--- src/hw/rtl/rptm_ram.sv ---
// Generic single-port synchronous RAM, registered read (read-first).
// No dependencies.
module rptm_ram #(
  parameter int WIDTH = 8,
  parameter int DEPTH = 16
) (
  input  logic                     clk,
  input  logic [$clog2(DEPTH)-1:0] addr,
  input  logic                     we,
  input  logic [WIDTH-1:0]         wdata,
  output logic [WIDTH-1:0]         rdata
);

  logic [WIDTH-1:0] mem [DEPTH];

  always_ff @(posedge clk) begin
    if (we) begin
      mem[addr] <= wdata;
    end
    rdata <= mem[addr];
  end

endmodule

--- config.mk ---
export PLATFORM = sky130hd
export DESIGN_NAME = rptm_ram
export DESIGN_NICKNAME = d
export VERILOG_FILES = /design/src/hw/rtl/rptm_ram.sv
export SDC_FILE = /design/constraint.sdc
export NUM_CORES = 1
export LEC_CHECK = 0
export BUFFER_PORTS_ARGS = -buffer_cell sky130_fd_sc_hd__buf_2
export CORE_MARGIN = 5
export CORE_UTILIZATION = 55
export CTS_CLUSTER_DIAMETER = 80
export DETAILED_ROUTE_END_ITERATION = 8
export PLACE_DENSITY = 0.73
export SYNTH_ARGS = -nofsm -noshare
export SYNTH_HDL_FRONTEND = slang
export SYNTH_SLANG_ARGS = --single-unit
--- constraint.sdc ---
create_clock -name clk -period 2.4 [get_ports clk]
set_clock_uncertainty 0.2 [all_clocks]
set_input_delay 0 -clock clk [delete_from_list [all_inputs] [get_ports clk]]
set_output_delay 0 -clock clk [all_outputs]
set_load 0.01 [all_outputs]
# ---- After elaboration in Yosys (flattened, before gate mapping)
# Memory sizes are Yosys's and may differ from the RTL's. A register that Yosys moved wholly into a read port is not among the register bits.
# Cells that the tools add are included.
dict set report classes {
  n_mux 2
}
# op n
set ops {}
lappend ops {{$mux W1} 2}
dict set report totals {
  elab_cells 3
  ram_bits 128
  register_bits 0
  mem_count 1
  output_inout_bits 8
}
# name depth word_bits read_ports rd_clocked_by_memory_dff wr line_no
set mem_list {}
lappend mem_list {mem 16 8 1 1 1 14} ;# logic [WIDTH-1:0] mem [DEPTH];

# ---- Longest topological paths before layout
dict set report logic_depth {
  word_depth 2
  depth_mapped 5
  mapped_depth_nobuf 3
}

# ---- Least setup slack after synthesis
# Ideal clock, no wire load.
dict set report synth_timing {
  path_type {input to register}
  startpoint {input port addr[2]}
  endpoint {memory mem[0][0], enable pin}
  stages 2
  path_slack_ps 707
  t_required_ps 1817
  arrival_time_ps 1110
  cell_sequence {or3b_2 -> nor3_1}
}
# element line_no
set synth_lines {}
lappend synth_lines {{start: declaration} 8} ;# input logic [$clog2(DEPTH)-1:0] addr,
lappend synth_lines {{end: declaration} 14}
# No word-level cell before the write port.

==> reports/metrics.csv <==
stage;metric;value;unit
hold_path;Hold Path Class;in -> reg;
detailed_routing;initial drt markers;270;
detailed_routing;DRT Pass-1 Iters;4;
detailed_routing;Residual DRC;0;
placed_design;IO Port Bufs;21;
detailed_routing;WL/cell;23.9;um
logic_synthesis;xor-xnor portion of the synthesized cell area;0;
clock_tree;clock buffer count from CTS;17;
placed_design;dpl hpwl;5830;um
global_route;M3 GR Usage;0.0540;
clock_tree;CTS root buffer;clkbuf_8;
sta;TNS Setup;0;ns
sta;WHS;0.0257;ns
worst_setup_path;CP Class;in -> reg;
logic_synthesis;Synth Area in Simple Gates;0.0321;
finish;Area growth syn-to-layout;22.6;%
clock_tree;CTS tree;built;
sta;setup violators final;0;
detailed_routing;DR vias/cell;6.05;
power_and_ir_drop;power per cell area;915;mW/mm^2
logic_synthesis;post-synthesis adder-cell area fraction;0;
global_route;grt met2 use;0.327;
global_route;first-pass GRT wire length;16000;um
die;Die H;106;um
finish;Nets;308;
logic_synthesis;post-synthesis compound-gate area fraction;0.0237;
worst_setup_path;crit-path max FO;7;
worst_setup_path;slowest CP cell;dlygate4sd3_1;
status;status;completed;
die;Die X;106;um
logic_synthesis;flops & latches, synth;136;
die;Initial Utilization;0.556;
worst_setup_path;CP Capture Type;flop;
die;IO Pins;22;
die;placement row count;35;
logic_synthesis;Synth Area per Inst;22.0;sq um
logic_synthesis;largest family of logic cells by synthesized area;multiplexers;
global_route;aggregate global-route resource usage;0.200;
logic_synthesis;sequential share of the synthesized area;0.790;
finish;Antenna Cells;0;
sta;fin crit period;2.36;ns
worst_setup_path;most frequent CP cell;dlygate4sd3_1;
finish;most common cell after layout, fill and taps aside;edfxtp_1;
clock_tree;clk sinks;136;
detailed_routing;Final ANT Viol Nets;0;
power_and_ir_drop;Leak Pwr;0.00209;uW
worst_setup_path;crit-path cells;buf_2 -> dlygate4sd3_1 -> nor2b_1 -> dlygate4sd3_1 -> a22oi_1 -> nand2_1 -> dlygate4sd3_1;
sta;RSZ-0062 raised after global routing;no;
job;max_cap viols;0;
worst_setup_path;max incr delay on CP;0.79;ns
logic_synthesis;Mapped Area;0.00507;sq mm
sta;Max Freq;424;MHz
logic_synthesis;Synthesized Nets;244;
sta;Pins Over Slew Limit;0;
power_and_ir_drop;peak supply drop;0.000481;V
detailed_routing;final WL;9990;um
logic_synthesis;number of synthesis warnings;0;
clock_tree;clock transition at the registers of the reported paths;0.06;ns
global_route;grt ovf;0;
finish;share of layout cells above drive strength 1;0.336;
sta;worst slew pin tran;0.937;ns
worst_setup_path;worst path required time;2.66;ns
die;CORE AREA;0.00911;sq mm
worst_setup_path;Arr. time, crit path;2.62;ns
logic_synthesis;unique cell type count in the Yosys netlist;18;
global_route;initial antenna violation count;0;
global_route;met1 Track Usage GR;0.265;
die;die area;0.0112;sq mm
placed_design;gpl congestion;0.822;
finish;most frequent cells in the layout;edfxtp_1, mux4_2, buf_2, dlygate4sd3_1;
detailed_routing;via count;2528;
clock_tree;Clock Tree Buf Depth;2;
global_route;vias in the first global route;2676;
global_route;largest net degree at the start of global routing;23;
clock_tree;Clk Latency, worst-skew pair;0.52;ns
sta;period utilization;0.984;
global_route;most used routing layer;met2;
logic_synthesis;Mapped Cells;230;
worst_setup_path;Worst setup SP type;input port;
clock_tree;H-Tree Depth;4;
sta;Final Hold Fails;0;
logic_synthesis;mux cell area share after synthesis;0.142;
sta;Slew headroom;0.373;
-- power by group --
group          internal [uW]  total (uW)  switching, uW  leakage [uW]
logic                    123         275            152      0.000555
registers               2660        2670           14.4       0.00122
clock network           1760        2740            977      0.000312
total                   4540        5680           1140       0.00209
-- kinds of logic after synthesis --
logic type,count (synthesis)
AOI/OAI and AO/OA,16
muxes,32
buffers and inverters,11
DFF,136
and+or+nand+nor,35
-- layout make-up --
cell class / instances / area (sq um)
multi-input cells: 83 / 1010
clock buffers: 20 / 445
well taps: 111 / 139
flip-flops and latches: 136 / 4000
clock inverters: 12 / 193
fillers: 573 / 2900
repair buffers: 56 / 419
-- worst max-delay path: cells and delay by family --
| family | cells | cell delay (ns) |
|---|---|---|
| buf+inv | 4 | 2.16 |
| simple gates | 2 | 0.31 |
| compound gates | 1 | 0.15 |
-- registers in the layout, summed over array words and instances, names as in the netlist --
name and count:
mem 128, rdata 8
-- what timing repair did --
action,CTS,global route
setup buffers,0,0
endpoints found under the hold margin,225,0
gates resized for setup,0,3
endpoints found under the setup margin,0,16
hold buffers,19,0
-- routing by layer --
layer	part of all wire	wire (um)
met5	0	0
met4	0.010	104
met3	0.054	543
met2	0.52	5170
met1	0.42	4170
-- cells in the mapped netlist --
| library cell | n | area [sq um] |
|---|---|---|
| dfxtp_1 | 8 | 160 |
| mux4_2 | 32 | 721 |
| and2_1 | 1 | 6.26 |
| edfxtp_1 | 128 | 3840 |
| buf_1 | 4 | 15.0 |
| nand2_1 | 9 | 33.8 |
| nor2b_1 | 2 | 12.5 |
| or3b_2 | 1 | 8.76 |
| nand3b_1 | 2 | 15.0 |
| nor3_1 | 4 | 20.0 |
| clkbuf_2 | 1 | 5.00 |
| clkbuf_1 | 2 | 7.51 |
| a22oi_1 | 16 | 120 |
| buf_6 | 2 | 22.5 |
| nand2b_1 | 2 | 12.5 |
| nor2_1 | 13 | 48.8 |
| buf_2 | 2 | 10.0 |
| nand3_1 | 1 | 5.00 |
-- metrics by stage --
stage               instances  total power (uW)  worst slack, ns   util  cell area (sq um)
floorplan                 230              2860            0.707      -               5070
global placement          367              2960            0.576  0.590               5370
detailed placement        367              2970            0.533  0.590               5370
CTS                       418              5720           0.0278  0.681               6200
global route              418              5880          0.00943  0.682               6210
finish                    418              5680           0.0390  0.682               6210
-- path summary, 6_finish.rpt --
| check | from | end | slack [ns] | cells after the start |
|---|---|---|---|---|
| hold / removal | addr[2] | rdata[7]$_DFF_P_ | 0.03 | 4 |
| setup reg to reg | mem[7][2]$_DFFE_PP_ | rdata[2]$_DFF_P_ | 0.39 | 4 |
| setup / recovery | addr[3] | rdata[2]$_DFF_P_ | 0.04 | 7 |
| hold reg to reg | mem[13][7]$_DFFE_PP_ | rdata[7]$_DFF_P_ | 0.47 | 3 |
(Power assumes the default switching activity.)
