**src/hw/rtl/rptm_pkg.sv**
```systemverilog
// Shared types and constants for the radix page table manager.
// No dependencies; used by every other file of the block but rptm_ram.
package rptm_pkg;

  localparam int POOL_TABLES_DEF = 64;
  localparam int FRAME_BITS_DEF  = 40;
  localparam int IDX_BITS        = 9;
  localparam int TABLE_ENTRIES   = 512;
  localparam int ENT_W           = 43;
  localparam int VA_W            = 48;
  localparam int SIZE_W          = 49;
  localparam int FRAME_W         = 40;
  localparam int CFG_W           = 49;

  // Operation codes
  localparam logic [1:0] OP_MAP     = 2'd0;
  localparam logic [1:0] OP_UNMAP   = 2'd1;
  localparam logic [1:0] OP_PROTECT = 2'd2;
  localparam logic [1:0] OP_QUERY   = 2'd3;

  // Configuration register indexes
  localparam logic CFG_WINDOW_BASE = 1'b0;
  localparam logic CFG_WINDOW_SIZE = 1'b1;

  // Flags of a table link: present and writable
  localparam logic [2:0] LINK_FLAGS = 3'b011;

  // Commands to the table pool bitmap
  typedef struct packed {
    logic set;
    logic clr;
  } pool_cmd_t;

endpackage

```
**src/hw/rtl/rptm_pool.sv**
```systemverilog
// Table pool bitmap: one in-use bit per pool table, root set at reset.
// Depends on rptm_pkg for the command struct.
module rptm_pool #(
  parameter int POOL_TABLES = rptm_pkg::POOL_TABLES_DEF
) (
  input  logic                           clk,
  input  logic                           rst,
  input  rptm_pkg::pool_cmd_t            cmd,
  input  logic [$clog2(POOL_TABLES)-1:0] wr_idx,
  input  logic [$clog2(POOL_TABLES)-1:0] rd_idx,
  output logic                           rd_used
);

  logic [POOL_TABLES-1:0] used;

  assign rd_used = used[rd_idx];

  // Set or clear one bit per cycle; only the root is in use after reset
  always_ff @(posedge clk) begin
    if (rst) begin
      used <= POOL_TABLES'(1);
    end else if (cmd.set) begin
      used[wr_idx] <= 1'b1;
    end else if (cmd.clr) begin
      used[wr_idx] <= 1'b0;
    end
  end

endmodule

```
**config.mk**
```make
export PLATFORM = sky130hd
export DESIGN_NAME = rptm_pool
export DESIGN_NICKNAME = d
export VERILOG_FILES = /design/src/hw/rtl/rptm_pkg.sv /design/src/hw/rtl/rptm_pool.sv
export SDC_FILE = /design/constraint.sdc
export NUM_CORES = 1
export LEC_CHECK = 0
export BUFFER_PORTS_ARGS = -buffer_cell sky130_fd_sc_hd__buf_2
export CORE_MARGIN = 8
export CORE_UTILIZATION = 43
export DETAILED_ROUTE_END_ITERATION = 16
export PLACE_DENSITY = 0.6
export SYNTH_ARGS = -nofsm -noshare
export SYNTH_HDL_FRONTEND = slang
export SYNTH_SLANG_ARGS = --single-unit
```
**constraint.sdc**
```tcl
create_clock -name clk -period 4.05 [get_ports clk]
set_clock_uncertainty 0.05 [all_clocks]
set_input_delay 0.6075 -clock clk [delete_from_list [all_inputs] [get_ports clk]]
set_output_delay 0.6075 -clock clk [all_outputs]
set_load 0.02 [all_outputs]
```
# Yosys cells after proc, flatten, opt, wreduce, memory -nomap -nowiden
# Cells that the tools add are included.
word_totals:
  register_bits: 64
  output_inout_bits: 1
  wordCells: 15
op_classes:
  n_lt_le_gt_ge: 3
  n_mux: 6
  n_bitwise: 3
  reduce_logical: 2
ops:
  columns: ["operator", "n"]
  rows:
  - ["64-bit 2-to-1 mux", 2]
  - ["64-bit AND", 1]
  - ["64-bit inverter", 1]
  - ["64-bit bitwise OR", 1]
  - ["6-bit by 7-bit < comparator with 1-bit output, second input constant", 2]
  - ["1-bit binary-select mux with 6-bit select", 1]
  - ["1-bit demux with 6-bit select", 1]
  - ["6-bit by 1-bit >= comparator with 1-bit output, second input constant", 1]
  - ["1-bit 2-to-1 mux", 2]
  - ["2-bit nonzero test", 1]
  - ["1-bit logical AND", 1]

# Logic depth before layout (Yosys ltp)
depth:
  depth_word: 8
  depth_mapped: 7

# Worst setup path before layout
# No wires, ideal clock.
synth_timing:
  path_type: "in2out"
  from: "input rd_idx[0]"
  to: "output rd_used"
  arrival_time_ns: 1.907
  required_time_ns: 3.392
  path_slack_ns: 1.486
  stages: 6
  cell_sequence: "buf_6 buf_12 mux4_2 a221oi_2 o21ai_1 o2bb2ai_1"
synth_between:
  elab_chain_len: 2
synth_rtl:
  columns: ["item", "line", "text"]
  rows:
  - ["from (decl)", "rptm_pool.sv:10", "input logic [$clog2(POOL_TABLES)-1:0] rd_idx,"]
  - ["1-bit binary-select mux with 6-bit select", "rptm_pool.sv:16", "assign rd_used = used[rd_idx];"]
  - ["1-bit 2-to-1 mux (not written as such)", "rptm_pool.sv:16", null]
  - ["to (decl)", "rptm_pool.sv:11", "output logic rd_used"]
# Every way passes these cells. The select of a mux whose other input is x is not followed.

# Final worst setup path
# Ends and elaborated chain as after synthesis.

==> impl_metrics.csv <==
group,metric,value,unit
yosys,post_synth_mux_area_share,30.4,%
pwr,cellPowerDensity,363,nW/µm²
cts,worstSkewPairLatency,340,ps
hold_path,min_delay_path_depth,2,
floorplanning,core_area,7690,µm²
yosys,yosysTopAreaCellShare,38.0,%
cts,level_count_of_the_clock_h_tree,3,
sta,setup_violations,0,
sta,finalWorstPathRequiredPeriod,3060,ps
critical_path,worst_path_most_repeated_cell,"sky130_fd_sc_hd__buf_2",
cts,cts_max_path_buffers,2,
cts,cts_buffers,9,
drt,dr_total_vias,2572,
layout,layout.core_utilization,47.1,%
global_route,antenna_found_initial,0,
placed_design,port_buffers,16,
sta,fin_tns_setup,0,ps
placed_design,placement.setup.worst_slack,952,ps
hold_path,hold_path_class,"flop to flop",
flow_run,maxCapViolations,0,
layout,finish.net_count,362,
sta,timing.slew.headroom,20.8,%
global_route,top_usage_layer,"met2",
layout,final.fill_count,761,
pwr,vdd_ir_drop_max,0.208,mV
yosys,netlist_top_cells_area,"sky130_fd_sc_hd__dfxtp_1, sky130_fd_sc_hd__mux2i_1, sky130_fd_sc_hd__mux4_1",
cts,clk_root_buffer_cell,"sky130_fd_sc_hd__clkbuf_8",
placed_design,cell_area_after_placement,3420,µm²
pwr,power.leakage,1.21,nW
layout,ff_latch_area,1280,µm²
cts,cts_setup_buffers,0,
critical_path,critical_path.n_buffers_inverters,2,
layout,final_layout_size_suffix_gt1_share,11.7,%
layout,multiInputGateArea,1910,µm²
yosys,synthFlopType,"sky130_fd_sc_hd__dfxtp_1",
yosys,postSynthNetCount,373,
global_route,track_usage,15.3,%
yosys,synth.distinct_cells,36,
floorplanning,floorplan.initialDensity,43.9,%
global_route,globalRouteMet1Util,19.3,%
critical_path,crit_family,"multiplexers",
yosys,synth_async_sr_flop_share,0,%
sta,max_clock_freq,327,MHz
yosys,xor_xnor_share_of_the_synthesized_area,0,%
layout,antennaDiodeCount,0,
floorplanning,rows,32,
floorplanning,dieHeight,105,µm
drt,wirelength,8.11,mm
critical_path,worstSetupEndpointType,"output port",
global_route,grt_start_max_net_pins,67,
yosys,syn-cell-area,3380,µm²
yosys,synthAdderAreaFrac,0,%
sta,timing_hold_violations_final,0,
sta,worst_pin_slew,1190,ps
cts,post_cts_resized,0,
critical_path,reg_to_reg_slack_setup,3330,ps
critical_path,cp_data_arrival_time,2400,ps
yosys,share_of_the_synthesized_area_in_compound_gates_ao_oa_aoi_oai,4.86,%
layout,area_growth_syn_to_layout,7.23,%
placed_design,dpl.hpwl,4.82,mm
drt,drtAntennaViolNets,0,
global_route,global_route.overflow_total,0,
cts,cts_hold_repair.buffers,0,
yosys,synth_seq_cells,64,
layout,layout.cell_area.non_filler,3620,µm²
critical_path,worst_path_max_delay_cell,"sky130_fd_sc_hd__mux4_1",
yosys,syn_inst,357,
global_route,grt_pass1_vias,2475,
drt,drt_iter0_markers,146,
yosys,yosysTopAreaCell,"sky130_fd_sc_hd__dfxtp_1",
global_route,grt_first_pass_wirelength,13.4,mm
cts,numClockSinks,64,
yosys,dominant_combinational_cell_family_by_area_after_synthesis,"multiplexers",
sta,fin_ws,989,ps
yosys,count_of_flip_flops_with_a_built_in_enable_after_synthesis,0,
critical_path,startpoint_type,"primary input",
sta,slew_viol_final,0,
sta,fin_crit_sh,75.6,%
cts,clk_pin_slew_worst_paths,70,ps
critical_path,reg2reg_depth,2,
yosys,sequential_area_share_after_synthesis,38.0,%
placed_design,gp_congestion,0.709,
drt,drc,0,
yosys,most_frequent_cell_after_synthesis,"sky130_fd_sc_hd__nor2_1",
sta,grt_setup_unrepaired,"no",
yosys,synth_commonest_cells,"sky130_fd_sc_hd__nor2_1, sky130_fd_sc_hd__dfxtp_1, sky130_fd_sc_hd__mux2i_1",
global_route,groute.layer.met2.usage,24.9,%
critical_path,crit_required,3390,ps
global_route,use_met3,3.44,%
critical_path,timing.critical_path.cells,"buf_2 -> mux4_1 -> mux2_2 -> o221ai_1 -> o2bb2ai_1 -> buf_2",
floorplanning,floorplan.die.width,105,µm
drt,vias_per_cell,5.68,
drt,dr.pass1.iters,4,
floorplanning,design.portCount,17,
yosys,ys_warn_count,0,
cts,tritoncts,"built",
critical_path,critical_path_fanouts_max,16,
yosys,yosys.area_share.simple,21.0,%
critical_path,critical_path.max_stage_delay,620,ps
floorplanning,die-area,10900,µm²
run_status,status,"finished clean",
critical_path,critPathKind,"primary input to output port",
drt,routedWlPerCell,17.9,µm
yosys,avg_synthesized_cell_area,9.46,µm²
-- power by group --
| part | switching, mW | internal (mW) |
|---|---|---|
| registers | 0.00194 | 0.633 |
| logic | 0.0856 | 0.0330 |
| clock network | 0.244 | 0.316 |
-- cells by family (layout without fill, tap and decap cells) --
| family | count (synthesis) | after routing |
|---|---|---|
| and+or+nand+nor | 149 | 149 |
| muxes | 77 | 77 |
| DFF | 64 | 64 |
| buffers and inverters | 42 | 36 |
| AOI/OAI and AO/OA | 25 | 25 |
-- per-layer routing --
metal	share of wire [%]	up-vias
met5	0	-
met4	1.3	0
met3	3.8	10
met2	47	44
met1	48	1254
li1	-	1264
-- worst register-to-register path: stages (launching register included) --
cell and delay [ps]:
sky130_fd_sc_hd__dfxtp_1 320, sky130_fd_sc_hd__mux2i_1 140, sky130_fd_sc_hd__nor2_1 50
-- layout make-up --
cell class / count / area share, %
clock buffers: 13 / 4.39
clock inverters: 3 / 1.11
repair buffers: 19 / 2.83
well taps: 102 / 3.53
flip-flops and latches: 64 / 35.4
inverters: 1 / 0.104
multi-input cells: 251 / 52.6
-- how the worst max path moves through the flow --
stage / cells past startpoint / endpoint / startpoint
after floorplan: 6 / rd_used / rd_idx[0]
after global placement: 6 / rd_used / rd_idx[0]
after detailed placement: 6 / rd_used / rd_idx[0]
after CTS: 6 / rd_used / rd_idx[0]
after global routing: 6 / rd_used / rd_idx[0]
final: 6 / rd_used / rd_idx[0]
-- per-stage QoR --
stage                     hold slack (ps)  instances  total power [mW]
final                                 429        453              1.31
after global routing                  450        453              1.36
after CTS                             431        453              1.33
after detailed placement              422        437             0.767
after global placement                411        437             0.767
after floorplan                       391        357             0.738
-- placed cells by master, fill, tap and decap left out --
cell type                   netlist  final
sky130_fd_sc_hd__nor2_1          65     65
sky130_fd_sc_hd__dfxtp_1         64     64
sky130_fd_sc_hd__mux2i_1         60     60
sky130_fd_sc_hd__nor3_1          40     40
sky130_fd_sc_hd__nor4_1          16     16
sky130_fd_sc_hd__buf_2           11     16
sky130_fd_sc_hd__mux4_1          14     14
sky130_fd_sc_hd__clkbuf_8         0     11
sky130_fd_sc_hd__nand2_1          8      8
sky130_fd_sc_hd__o21ai_0          7      7
sky130_fd_sc_hd__a21oi_1          7      7
sky130_fd_sc_hd__nand2b_1         6      6
sky130_fd_sc_hd__nand3b_1         4      4
sky130_fd_sc_hd__or3b_1           3      3
sky130_fd_sc_hd__buf_4            0      3
sky130_fd_sc_hd__mux4_2           2      2
sky130_fd_sc_hd__or2_2            2      2
sky130_fd_sc_hd__nand3_1          2      2
sky130_fd_sc_hd__clkinv_2         0      2
sky130_fd_sc_hd__clkbuf_1        20      2
sky130_fd_sc_hd__inv_1            1      1
sky130_fd_sc_hd__nor2b_1          1      1
sky130_fd_sc_hd__a221oi_2         1      1
sky130_fd_sc_hd__o21ai_1          2      1
sky130_fd_sc_hd__o22ai_1          1      1
sky130_fd_sc_hd__and2_1           1      1
sky130_fd_sc_hd__a221oi_1         1      1
sky130_fd_sc_hd__o2111a_1         1      1
sky130_fd_sc_hd__o22a_1           1      1
sky130_fd_sc_hd__mux2_2           1      1
sky130_fd_sc_hd__o221ai_1         1      1
sky130_fd_sc_hd__o2bb2ai_1        1      1
sky130_fd_sc_hd__o2111ai_1        1      1
sky130_fd_sc_hd__o21bai_2         0      1
sky130_fd_sc_hd__o21ai_2          0      1
sky130_fd_sc_hd__or3_1            1      1
sky130_fd_sc_hd__bufinv_16        0      1
Note: power is estimated with default switching activity, not from simulation.
